==> config.mk <==
export PLATFORM = sky130hd
export DESIGN_NAME = octree_box_octant_classifier
export DESIGN_NICKNAME = d
export VERILOG_FILES = /design/src/sv/obc_pkg.sv /design/src/sv/obc_front.sv /design/src/sv/obc_queue.sv /design/src/sv/obc_back.sv /design/src/sv/octree_box_octant_classifier.sv
export SDC_FILE = /design/constraint.sdc
export NUM_CORES = 2
export LEC_CHECK = 0
export BUFFER_PORTS_ARGS = -buffer_cell sky130_fd_sc_hd__buf_2
export CORE_AREA = 3 3 474 476
export CTS_BUF_LIST = sky130_fd_sc_hd__clkbuf_16
export DETAILED_ROUTE_END_ITERATION = 7
export DIE_AREA = 0 0 477 479
export GPL_TIMING_DRIVEN = 0
export SYNTH_ARGS = -nofsm -noshare
export SYNTH_HDL_FRONTEND = slang
export SYNTH_SLANG_ARGS = --single-unit
==> constraint.sdc <==
create_clock -name aclk -period 19.1 [get_ports aclk]
set_clock_uncertainty 0.05 [all_clocks]
set_input_delay 1.91 -clock aclk [delete_from_list [all_inputs] [get_ports aclk]]
set_output_delay 1.91 -clock aclk [all_outputs]
set_load 0.01 [all_outputs]
==> src/sv/obc_pkg.sv <==
// obc_pkg: shared constants, types, the octant side table and its inverse for the octree box octant classifier
// no dependencies
package obc_pkg;

    localparam int COORD_BITS = 32;
    localparam int NUM_AXES = 3;
    localparam int NUM_OCTANTS = 8;
    localparam int QUEUE_DEPTH = 4;
    localparam int QPTR_BITS = $clog2(QUEUE_DEPTH);

    // register indexes of the configuration port
    localparam logic [2:0] REG_NODE_LOW_X  = 3'd0;
    localparam logic [2:0] REG_NODE_LOW_Y  = 3'd1;
    localparam logic [2:0] REG_NODE_LOW_Z  = 3'd2;
    localparam logic [2:0] REG_NODE_HIGH_X = 3'd3;
    localparam logic [2:0] REG_NODE_HIGH_Y = 3'd4;
    localparam logic [2:0] REG_NODE_HIGH_Z = 3'd5;

    // home octant code when no single octant holds the box
    localparam logic [3:0] HOME_NONE = 4'd8;

    typedef logic [COORD_BITS-1:0] coord_t;
    typedef logic [NUM_AXES-1:0][COORD_BITS-1:0] vec3_t;

    // per octant: bit 0 x on + side, bit 1 y on + side, bit 2 z on + side
    localparam logic [NUM_OCTANTS-1:0][2:0] OCT_SIDES = {
        3'd1, 3'd0, 3'd2, 3'd3, 3'd5, 3'd4, 3'd6, 3'd7
    };

    // classified query handed from front to back
    typedef struct packed {
        logic       in_node;
        logic [3:0] home;
        logic       fits;
        logic [7:0] mask;
        vec3_t      qlo;
        vec3_t      qhi;
        vec3_t      ctr;
    } obc_entry_t;

    // side code to octant number (inverse of OCT_SIDES)
    function automatic logic [2:0] side_to_octant(input logic [2:0] side);
        logic [2:0] oct;
        oct = 3'd0;
        for (int k = 0; k < NUM_OCTANTS; k++) begin
            if (OCT_SIDES[k] == side) begin
                oct = 3'(k);
            end
        end
        return oct;
    endfunction

endpackage

==> src/sv/obc_front.sv <==
// obc_front: accepts query boxes, forms the node centre and classifies each query
// depends on obc_pkg
module obc_front (
    input  logic                aclk,
    input  logic                aresetn,
    input  logic                s_valid,
    output logic                s_ready,
    input  obc_pkg::vec3_t      s_qlo,
    input  obc_pkg::vec3_t      s_qhi,
    input  obc_pkg::vec3_t      node_lo,
    input  obc_pkg::vec3_t      node_hi,
    output logic                q_push,
    input  logic                q_full,
    output obc_pkg::obc_entry_t q_entry
);

    logic           a_valid_reg;
    obc_pkg::vec3_t a_qlo_reg;
    obc_pkg::vec3_t a_qhi_reg;
    obc_pkg::vec3_t a_ctr_reg;
    obc_pkg::vec3_t ctr_next;

    logic [2:0] ge_lo;
    logic [2:0] ge_hi;
    logic       in_node;
    logic [3:0] home;
    logic [7:0] mask;
    logic [2:0] side;
    logic       ok;

    assign s_ready = !a_valid_reg || !q_full;
    assign q_push  = a_valid_reg && !q_full;

    // floor((lo + hi) / 2) with one extra bit so the sum never overflows
    always_comb begin
        logic [obc_pkg::COORD_BITS:0] sum;
        for (int a = 0; a < obc_pkg::NUM_AXES; a++) begin
            sum = {node_lo[a][obc_pkg::COORD_BITS-1], node_lo[a]}
                + {node_hi[a][obc_pkg::COORD_BITS-1], node_hi[a]};
            ctr_next[a] = sum[obc_pkg::COORD_BITS:1];
        end
    end

    always_ff @(posedge aclk) begin
        if (!aresetn) begin
            a_valid_reg <= 1'b0;
        end else if (s_valid && s_ready) begin
            a_valid_reg <= 1'b1;
        end else if (q_push) begin
            a_valid_reg <= 1'b0;
        end
        if (s_valid && s_ready) begin
            a_qlo_reg <= s_qlo;
            a_qhi_reg <= s_qhi;
            a_ctr_reg <= ctr_next;
        end
    end

    always_comb begin
        in_node = 1'b1;
        for (int a = 0; a < obc_pkg::NUM_AXES; a++) begin
            ge_lo[a] = $signed(a_qlo_reg[a]) >= $signed(a_ctr_reg[a]);
            ge_hi[a] = $signed(a_qhi_reg[a]) >= $signed(a_ctr_reg[a]);
            if ($signed(a_qlo_reg[a]) < $signed(node_lo[a])
                || $signed(a_qhi_reg[a]) > $signed(node_hi[a])) begin
                in_node = 1'b0;
            end
        end

        // first octant that wholly holds the box
        home = obc_pkg::HOME_NONE;
        for (int k = obc_pkg::NUM_OCTANTS - 1; k >= 0; k--) begin
            ok = 1'b1;
            for (int a = 0; a < obc_pkg::NUM_AXES; a++) begin
                if (obc_pkg::OCT_SIDES[k][a]) begin
                    ok = ok && ge_lo[a];
                end else begin
                    ok = ok && !ge_hi[a];
                end
            end
            if (ok) begin
                home = 4'(k);
            end
        end

        // octants of the eight corners
        mask = '0;
        for (int k = 0; k < obc_pkg::NUM_OCTANTS; k++) begin
            for (int a = 0; a < obc_pkg::NUM_AXES; a++) begin
                side[a] = k[a] ? ge_hi[a] : ge_lo[a];
            end
            mask[obc_pkg::side_to_octant(side)] = 1'b1;
        end
    end

    always_comb begin
        q_entry.in_node = in_node;
        q_entry.home    = home;
        q_entry.fits    = in_node && (home != obc_pkg::HOME_NONE);
        q_entry.mask    = mask;
        q_entry.qlo     = a_qlo_reg;
        q_entry.qhi     = a_qhi_reg;
        q_entry.ctr     = a_ctr_reg;
    end

endmodule

==> src/sv/obc_queue.sv <==
// obc_queue: short queue of classified queries between front and back
// depends on obc_pkg
module obc_queue (
    input  logic                aclk,
    input  logic                aresetn,
    input  logic                push,
    input  obc_pkg::obc_entry_t push_entry,
    output logic                full,
    input  logic                pop,
    output logic                empty,
    output obc_pkg::obc_entry_t head
);

    obc_pkg::obc_entry_t slot_reg [obc_pkg::QUEUE_DEPTH];

    logic [obc_pkg::QPTR_BITS-1:0] wr_ptr_reg;
    logic [obc_pkg::QPTR_BITS-1:0] rd_ptr_reg;
    logic [obc_pkg::QPTR_BITS:0]   count_reg;

    assign full  = count_reg == (obc_pkg::QPTR_BITS+1)'(obc_pkg::QUEUE_DEPTH);
    assign empty = count_reg == '0;
    assign head  = slot_reg[rd_ptr_reg];

    always_ff @(posedge aclk) begin
        if (!aresetn) begin
            wr_ptr_reg <= '0;
            rd_ptr_reg <= '0;
            count_reg  <= '0;
        end else begin
            if (push) begin
                wr_ptr_reg <= wr_ptr_reg + 1'b1;
            end
            if (pop) begin
                rd_ptr_reg <= rd_ptr_reg + 1'b1;
            end
            if (push && !pop) begin
                count_reg <= count_reg + 1'b1;
            end else if (pop && !push) begin
                count_reg <= count_reg - 1'b1;
            end
        end
        if (push) begin
            slot_reg[wr_ptr_reg] <= push_entry;
        end
    end

    a_no_push_when_full: assert property (@(posedge aclk) disable iff (!aresetn)
        full |-> !push)
        else $error("queue overrun");

    a_no_pop_when_empty: assert property (@(posedge aclk) disable iff (!aresetn)
        empty |-> !pop)
        else $error("queue underrun");

    a_count_tracks: assert property (@(posedge aclk) disable iff (!aresetn)
        (push && !pop) |=> (count_reg == $past(count_reg) + 1'b1))
        else $error("queue count lost a push");

endmodule

==> src/sv/obc_back.sv <==
// obc_back: walks the touched octants of each query and emits clipped child boxes
// depends on obc_pkg
module obc_back (
    input  logic                aclk,
    input  logic                aresetn,
    input  logic                q_empty,
    input  obc_pkg::obc_entry_t q_head,
    output logic                q_pop,
    input  obc_pkg::vec3_t      node_lo,
    input  obc_pkg::vec3_t      node_hi,
    output logic                m_valid,
    input  logic                m_ready,
    output logic                m_inside,
    output logic [3:0]          m_home,
    output logic                m_fits,
    output logic [7:0]          m_mask,
    output logic [2:0]          m_octant,
    output obc_pkg::vec3_t      m_clo,
    output obc_pkg::vec3_t      m_chi,
    output logic                m_final
);

    logic                cur_valid_reg;
    logic [7:0]          cur_rem_reg;
    obc_pkg::obc_entry_t cur_reg;

    logic                m_valid_reg;
    logic                m_inside_reg;
    logic [3:0]          m_home_reg;
    logic                m_fits_reg;
    logic [7:0]          m_mask_reg;
    logic [2:0]          m_octant_reg;
    obc_pkg::vec3_t      m_clo_reg;
    obc_pkg::vec3_t      m_chi_reg;
    logic                m_final_reg;

    logic           emit;
    logic           last;
    logic [2:0]     oct;
    logic [7:0]     rem_next;
    obc_pkg::vec3_t clo_next;
    obc_pkg::vec3_t chi_next;

    assign emit  = cur_valid_reg && (!m_valid_reg || m_ready);
    assign last  = rem_next == '0;
    assign q_pop = !q_empty && (!cur_valid_reg || (emit && last));

    always_comb begin
        logic [obc_pkg::COORD_BITS-1:0] child_lo;
        logic [obc_pkg::COORD_BITS-1:0] child_hi;
        // lowest touched octant still to go
        oct = 3'd0;
        for (int k = obc_pkg::NUM_OCTANTS - 1; k >= 0; k--) begin
            if (cur_rem_reg[k]) begin
                oct = 3'(k);
            end
        end
        rem_next      = cur_rem_reg;
        rem_next[oct] = 1'b0;
        for (int a = 0; a < obc_pkg::NUM_AXES; a++) begin
            if (obc_pkg::OCT_SIDES[oct][a]) begin
                child_lo = cur_reg.ctr[a];
                child_hi = node_hi[a];
            end else begin
                child_lo = node_lo[a];
                child_hi = cur_reg.ctr[a];
            end
            clo_next[a] = ($signed(cur_reg.qlo[a]) > $signed(child_lo))
                        ? cur_reg.qlo[a] : child_lo;
            chi_next[a] = ($signed(cur_reg.qhi[a]) < $signed(child_hi))
                        ? cur_reg.qhi[a] : child_hi;
        end
    end

    always_ff @(posedge aclk) begin
        if (!aresetn) begin
            cur_valid_reg <= 1'b0;
            m_valid_reg   <= 1'b0;
        end else begin
            if (q_pop) begin
                cur_valid_reg <= 1'b1;
            end else if (emit && last) begin
                cur_valid_reg <= 1'b0;
            end
            if (emit) begin
                m_valid_reg <= 1'b1;
            end else if (m_ready) begin
                m_valid_reg <= 1'b0;
            end
        end
        if (q_pop) begin
            cur_reg     <= q_head;
            cur_rem_reg <= q_head.mask;
        end else if (emit) begin
            cur_rem_reg <= rem_next;
        end
        if (emit) begin
            m_inside_reg <= cur_reg.in_node;
            m_home_reg   <= cur_reg.home;
            m_fits_reg   <= cur_reg.fits;
            m_mask_reg   <= cur_reg.mask;
            m_octant_reg <= oct;
            m_clo_reg    <= clo_next;
            m_chi_reg    <= chi_next;
            m_final_reg  <= last;
        end
    end

    assign m_valid  = m_valid_reg;
    assign m_inside = m_inside_reg;
    assign m_home   = m_home_reg;
    assign m_fits   = m_fits_reg;
    assign m_mask   = m_mask_reg;
    assign m_octant = m_octant_reg;
    assign m_clo    = m_clo_reg;
    assign m_chi    = m_chi_reg;
    assign m_final  = m_final_reg;

    a_rem_nonempty: assert property (@(posedge aclk) disable iff (!aresetn)
        cur_valid_reg |-> (cur_rem_reg != '0))
        else $error("active query with no octants left");

    a_emit_in_mask: assert property (@(posedge aclk) disable iff (!aresetn)
        emit |-> cur_reg.mask[oct])
        else $error("emitted octant not touched");

    a_rem_subset: assert property (@(posedge aclk) disable iff (!aresetn)
        cur_valid_reg |-> ((cur_rem_reg & ~cur_reg.mask) == '0))
        else $error("remaining octants outside touched mask");

endmodule

==> src/sv/octree_box_octant_classifier.sv <==
// octree_box_octant_classifier: top level, configuration registers, front, queue and back
// depends on obc_pkg, obc_front, obc_queue, obc_back
//
// Each query box gets one result per octant of the node that one of its eight corners falls
// in, from one to eight results in ascending octant order, the last marked by final_result.
// The back end emits one clipped result per touched octant (1 to 8), one per cycle unless
// m_ready stalls it; the front end takes a new query every cycle while the four-entry queue
// between them has room, so a burst of queries is absorbed while results drain. A query
// passes the front register, a queue slot and the back current register to its first result.
// The user must write the node box registers through cfg_wr_* only while no query is in
// flight; the block itself does not enforce it. Indexes 6 and 7 are ignored. Coordinates are
// signed two's complement, Q16.16 at the default width; centre floor((low + high) / 2), no overflow.
module octree_box_octant_classifier (
    input  logic                                   aclk,
    input  logic                                   aresetn,
    // configuration write port
    input  logic                                   cfg_wr_en,
    input  logic [2:0]                             cfg_wr_index,
    input  logic [obc_pkg::COORD_BITS-1:0]         cfg_wr_data,
    // query input channel
    input  logic                                   s_valid,
    output logic                                   s_ready,
    input  logic signed [obc_pkg::COORD_BITS-1:0]  s_query_low_x,
    input  logic signed [obc_pkg::COORD_BITS-1:0]  s_query_low_y,
    input  logic signed [obc_pkg::COORD_BITS-1:0]  s_query_low_z,
    input  logic signed [obc_pkg::COORD_BITS-1:0]  s_query_high_x,
    input  logic signed [obc_pkg::COORD_BITS-1:0]  s_query_high_y,
    input  logic signed [obc_pkg::COORD_BITS-1:0]  s_query_high_z,
    // result channel
    output logic                                   m_valid,
    input  logic                                   m_ready,
    output logic                                   m_inside_node,
    output logic [3:0]                             m_home_octant,
    output logic                                   m_fits_child,
    output logic [7:0]                             m_touched_mask,
    output logic [2:0]                             m_clip_octant,
    output logic signed [obc_pkg::COORD_BITS-1:0]  m_clip_low_x,
    output logic signed [obc_pkg::COORD_BITS-1:0]  m_clip_low_y,
    output logic signed [obc_pkg::COORD_BITS-1:0]  m_clip_low_z,
    output logic signed [obc_pkg::COORD_BITS-1:0]  m_clip_high_x,
    output logic signed [obc_pkg::COORD_BITS-1:0]  m_clip_high_y,
    output logic signed [obc_pkg::COORD_BITS-1:0]  m_clip_high_z,
    output logic                                   m_final_result
);

    // node box corners, one register per axis
    obc_pkg::vec3_t node_lo_reg;
    obc_pkg::vec3_t node_hi_reg;

    obc_pkg::vec3_t      s_qlo;
    obc_pkg::vec3_t      s_qhi;
    obc_pkg::vec3_t      m_clo;
    obc_pkg::vec3_t      m_chi;

    // front to queue
    logic                q_push;
    logic                q_full;
    obc_pkg::obc_entry_t q_entry;

    // queue to back
    logic                q_pop;
    logic                q_empty;
    obc_pkg::obc_entry_t q_head;

    always_ff @(posedge aclk) begin
        if (!aresetn) begin
            node_lo_reg <= '0;
            node_hi_reg <= '0;
        end else if (cfg_wr_en) begin
            unique case (cfg_wr_index)
                obc_pkg::REG_NODE_LOW_X:  node_lo_reg[0] <= cfg_wr_data;
                obc_pkg::REG_NODE_LOW_Y:  node_lo_reg[1] <= cfg_wr_data;
                obc_pkg::REG_NODE_LOW_Z:  node_lo_reg[2] <= cfg_wr_data;
                obc_pkg::REG_NODE_HIGH_X: node_hi_reg[0] <= cfg_wr_data;
                obc_pkg::REG_NODE_HIGH_Y: node_hi_reg[1] <= cfg_wr_data;
                obc_pkg::REG_NODE_HIGH_Z: node_hi_reg[2] <= cfg_wr_data;
                default: begin
                    // unused index, write dropped
                end
            endcase
        end
    end

    // axis order x, y, z
    assign s_qlo = {s_query_low_z, s_query_low_y, s_query_low_x};
    assign s_qhi = {s_query_high_z, s_query_high_y, s_query_high_x};

    // centre and classification
    obc_front u_front (
        .aclk    (aclk),
        .aresetn (aresetn),
        .s_valid (s_valid),
        .s_ready (s_ready),
        .s_qlo   (s_qlo),
        .s_qhi   (s_qhi),
        .node_lo (node_lo_reg),
        .node_hi (node_hi_reg),
        .q_push  (q_push),
        .q_full  (q_full),
        .q_entry (q_entry)
    );

    // decouples classification from the per-octant walk
    obc_queue u_queue (
        .aclk       (aclk),
        .aresetn    (aresetn),
        .push       (q_push),
        .push_entry (q_entry),
        .full       (q_full),
        .pop        (q_pop),
        .empty      (q_empty),
        .head       (q_head)
    );

    // one clipped child box per cycle into the output register, unless m_ready stalls it
    obc_back u_back (
        .aclk     (aclk),
        .aresetn  (aresetn),
        .q_empty  (q_empty),
        .q_head   (q_head),
        .q_pop    (q_pop),
        .node_lo  (node_lo_reg),
        .node_hi  (node_hi_reg),
        .m_valid  (m_valid),
        .m_ready  (m_ready),
        .m_inside (m_inside_node),
        .m_home   (m_home_octant),
        .m_fits   (m_fits_child),
        .m_mask   (m_touched_mask),
        .m_octant (m_clip_octant),
        .m_clo    (m_clo),
        .m_chi    (m_chi),
        .m_final  (m_final_result)
    );

    assign m_clip_low_x  = m_clo[0];
    assign m_clip_low_y  = m_clo[1];
    assign m_clip_low_z  = m_clo[2];
    assign m_clip_high_x = m_chi[0];
    assign m_clip_high_y = m_chi[1];
    assign m_clip_high_z = m_chi[2];

endmodule

==> results.toml <==
[run_status]
outcome = "complete, no violations"

[synth]
synth_top_family_by_area = "multiplexers"
synth_top_area_share_pct = 59.67
synthArstFlopShare_pct = 0
synth_top_cell_by_area = "edfxtp_1"
ys_types = 93
ys_warn_count = 0
synth-edff-count = 2016
synth_compound_area_share_pct = 8.479
synth-xor-area-share_pct = 0.7239
synth_mux_area_share_pct = 9.403
synthFlopType = "edfxtp_1"
syn_area_um2 = 101500
synthTopCellsByArea = "edfxtp_1 (60%), ha_1 (8.4%), mux4_2 (6.7%)"
yosys.area_share.simple_pct = 6.263
synthesis.instances = 6869
synth.yosys.seq_area_share_pct = 63.69
syn_avg_cell_area_um2 = 14.77
synth_fp_nets = 7789
synthAdderAreaFrac_pct = 8.514
ys_seq_elements = 2220

[critical_path]
cp_num_cells = 16
cp_top_family = "compound AO/OA/AOI/OAI gates"
required_ns = 19.62
end_kind = "flip-flop"
critPathBufInv = 4
reg2reg_depth = 16
worstPathMaxFanout = 10
path_class = "reg -> reg"
cp_cell_sequence = "o31ai_2 > xnor2_2 > a21oi_4 > buf_6 > buf_2 > mux2i_1 > ha_1 > a21o_1 > a21o_1 > a21oi_1 > inv_1 > a2111oi_1 > o41ai_2 > a21oi_4 > buf_6 > mux2i_1"
max_stage_delay_ns = 0.94
worst_ep_arrival_time_ns = 8.51
critical_path.slowest_cell = "a2111oi_1"
cp-start-kind = "flip-flop"

[detailed_routing]
drt-initial-drc-count = 5588
drc = 0
vias_per_cell = 5.790
ant_nets = 0
wirelength_um = 300000
avgRoutedWirePerCell_um = 27.83
num_vias = 62420
dr.pass1.iters = 7

[die]
die-area_um2 = 228500
rows = 173
core-area_um2 = 221400
ios = 444
die_y_um = 479
dieWidth_um = 477
start_util_pct = 45.82

[job]
maxCapViolations = 0

[power_and_ir_drop]
p_seq_share_pct = 39.4
power.leakage_nw = 42.20
power_frac_clock_pct = 24.3
finalPower_mw = 17.98
powerDensity_nw_per_um2 = 154.8
p_comb_share_pct = 36.3
netSwitchingFraction_pct = 36.07
netSwitchingPower_mw = 6.485
vdd_drop_max_v = 0.0001024
internal_power_mw = 11.50

[place]
placed_area_um2 = 108700
dpl.hpwl_um = 224700
gp_congestion = 0.9116
portBuffers = 442

[clocking]
hold_buffers = 0
post-cts-setup-buffer-count = 0
clockBufferDepth = 3
cts_buffers = 229
cts_resized = 0
cts-root-buf = "clkbuf_16"
clock_sinks = 2220
clk_pin_slew_ns = 0.07
clkLatencyLatePin_ns = 0.87
h-tree-depth = 4
cts_tree = "built"

[sta]
final_hold_viol_count = 0
post-route-period-util_pct = 41.84
fmaxAchievable_mhz = 125.1
relSlewSlack_pct = 6.414
setup_viol = 0
maxSlewViolCount = 0
worst_pin_slew_ns = 1.404
rsz0062_at_grt = "false"
layout_min_cycle_time_ns = 7.992

[layout]
drive_gt1_share_pct = 16.06
num-nets-final = 8514
area_growth_pct = 14.45
largest_reg_flops = 1208
stdcell_area_um2 = 116100

[grt]
grt_antenna_before_repair = 20
grt_overflow = 0
grt_max_degree = 71
grt_pass1_vias = 62250
grt_use_total_pct = 25.89
grt_pass1_wl_um = 431300

[min_path]
hp-class = "reg -> reg"
hold_depth = 0
worst register-to-register path: stages (launching register included):
cell       delay (ns)
edfxtp_1         0.48
o31ai_2          0.52
xnor2_2          0.14
a21oi_4          0.64
buf_6            0.31
buf_2            0.38
mux2i_1          0.43
ha_1             0.32
a21o_1           0.18
a21o_1           0.18
a21oi_1          0.92
inv_1            0.19
a2111oi_1        0.94
o41ai_2          0.54
a21oi_4          0.61
buf_6            0.29
mux2i_1          0.59
final timing paths:
path	slack (ns)	from	endpoint
hold reg to reg	0.37	u_back.cur_reg[289]	u_back.m_mask[1]
hold / removal	0.37	u_back.cur_reg[289]	u_back.m_mask[1]
setup reg to reg	11.11	u_back.cur_rem_reg[5]	u_back.m_chi[2]
setup / recovery	11.11	u_back.cur_rem_reg[5]	u_back.m_chi[2]
placed cells by master (no fill, tap or decap), types with 52 or more instances in the layout:
cell type     n
edfxtp_1   2016
ha_1        684
inv_1       548
nand2_1     487
buf_2       460
mux4_2      302
a21oi_1     294
clkbuf_16   229
mux2i_1     226
a21o_1      216
dfxtp_1     204
nor2_1      197
a21boi_0    197
clkbuf_1    189
nor3_1      161
o21ai_0     125
nand4_1     109
nor2b_1      91
nand3_1      65
nand2b_1     62
o21a_1       57
xnor2_1      52
clkinv_1     52
power by group through the flow:
stage               clock [mW]  sequential, mW  combinational [mW]
floorplan                    0            7.29                3.99
global placement             0            7.63                6.35
detailed placement           0            7.17                6.53
CTS                       4.46            7.08                6.56
global route              4.66            7.14                7.07
finish                    4.37            7.08                6.53
Yosys cell counts (17+ instances only):
| cell | number |
|---|---|
| and3_1 | 19 |
| nand2_1 | 487 |
| xnor2_1 | 52 |
| o21ai_0 | 125 |
| o32ai_1 | 33 |
| nor3_1 | 161 |
| o21a_1 | 57 |
| nand3b_1 | 32 |
| a21boi_0 | 197 |
| a21oi_1 | 294 |
| ha_1 | 684 |
| buf_1 | 37 |
| clkbuf_1 | 193 |
| nand2b_1 | 62 |
| xor2_1 | 30 |
| inv_1 | 506 |
| a21o_1 | 216 |
| mux4_2 | 302 |
| nor2_1 | 197 |
| a2111oi_0 | 30 |
| a31oi_1 | 17 |
| mux2i_1 | 226 |
| a221o_1 | 37 |
| and2_1 | 17 |
| dfxtp_1 | 204 |
| edfxtp_1 | 2016 |
| nor2b_1 | 92 |
| a211oi_1 | 45 |
| nand4_1 | 109 |
| mux2_2 | 41 |
| o211ai_1 | 19 |
| a41o_1 | 33 |
| nand3_1 | 65 |
cell families (layout without fill, tap and decap cells):
family,count (synthesis),after routing
flops,2220,2220
simple gates,1311,1311
compound gates,1230,1230
buf+inv,767,1693
fa+ha+maj,688,688
mux,570,570
xor+xnor,83,83
other cells,0,10
through the flow:
step / worst slack (ns) / setup TNS [ns] / utilization (%) / cells / hold slack [ns]
3_3_place_gp: -9.659 / -2760.48 / 48.50 / 10290 / 0.3562
2_1_floorplan: 1.727 / 0 / - / 6869 / 0.3503
3_5_place_dp: 11.20 / 0 / 49.10 / 10340 / 0.3554
4_1_cts: 11.14 / 0 / 52.43 / 10770 / 0.3702
5_1_grt: 10.96 / 0 / 52.44 / 10780 / 0.3801
6_report: 11.11 / 0 / 52.44 / 10780 / 0.3694
per-layer routing:
metal | vias to the layer above | track usage (%) | wire length, um
met2 | 2049 | 41.69 | 140200
met3 | 447 | 3.807 | 17610
met5 | - | 0 | 13
li1 | 28000 | - | -
met1 | 31920 | 35.77 | 130000
met4 | 2 | 9.723 | 12080
cell type report:
cell class                      count  area (um^2)
Multi-Input combinational cell   3882        33920
Fill cell                       18270       105300
Inverter                          509         1916
Clock buffer                      229         5731
Buffer                            258         1064
Antenna cell                       10        25.02
Timing Repair Buffer              494         3481
Clock inverter                    203         1649
Tap cell                         2975         3722
Sequential cell                  2220        64620
(Power assumes the default switching activity.)
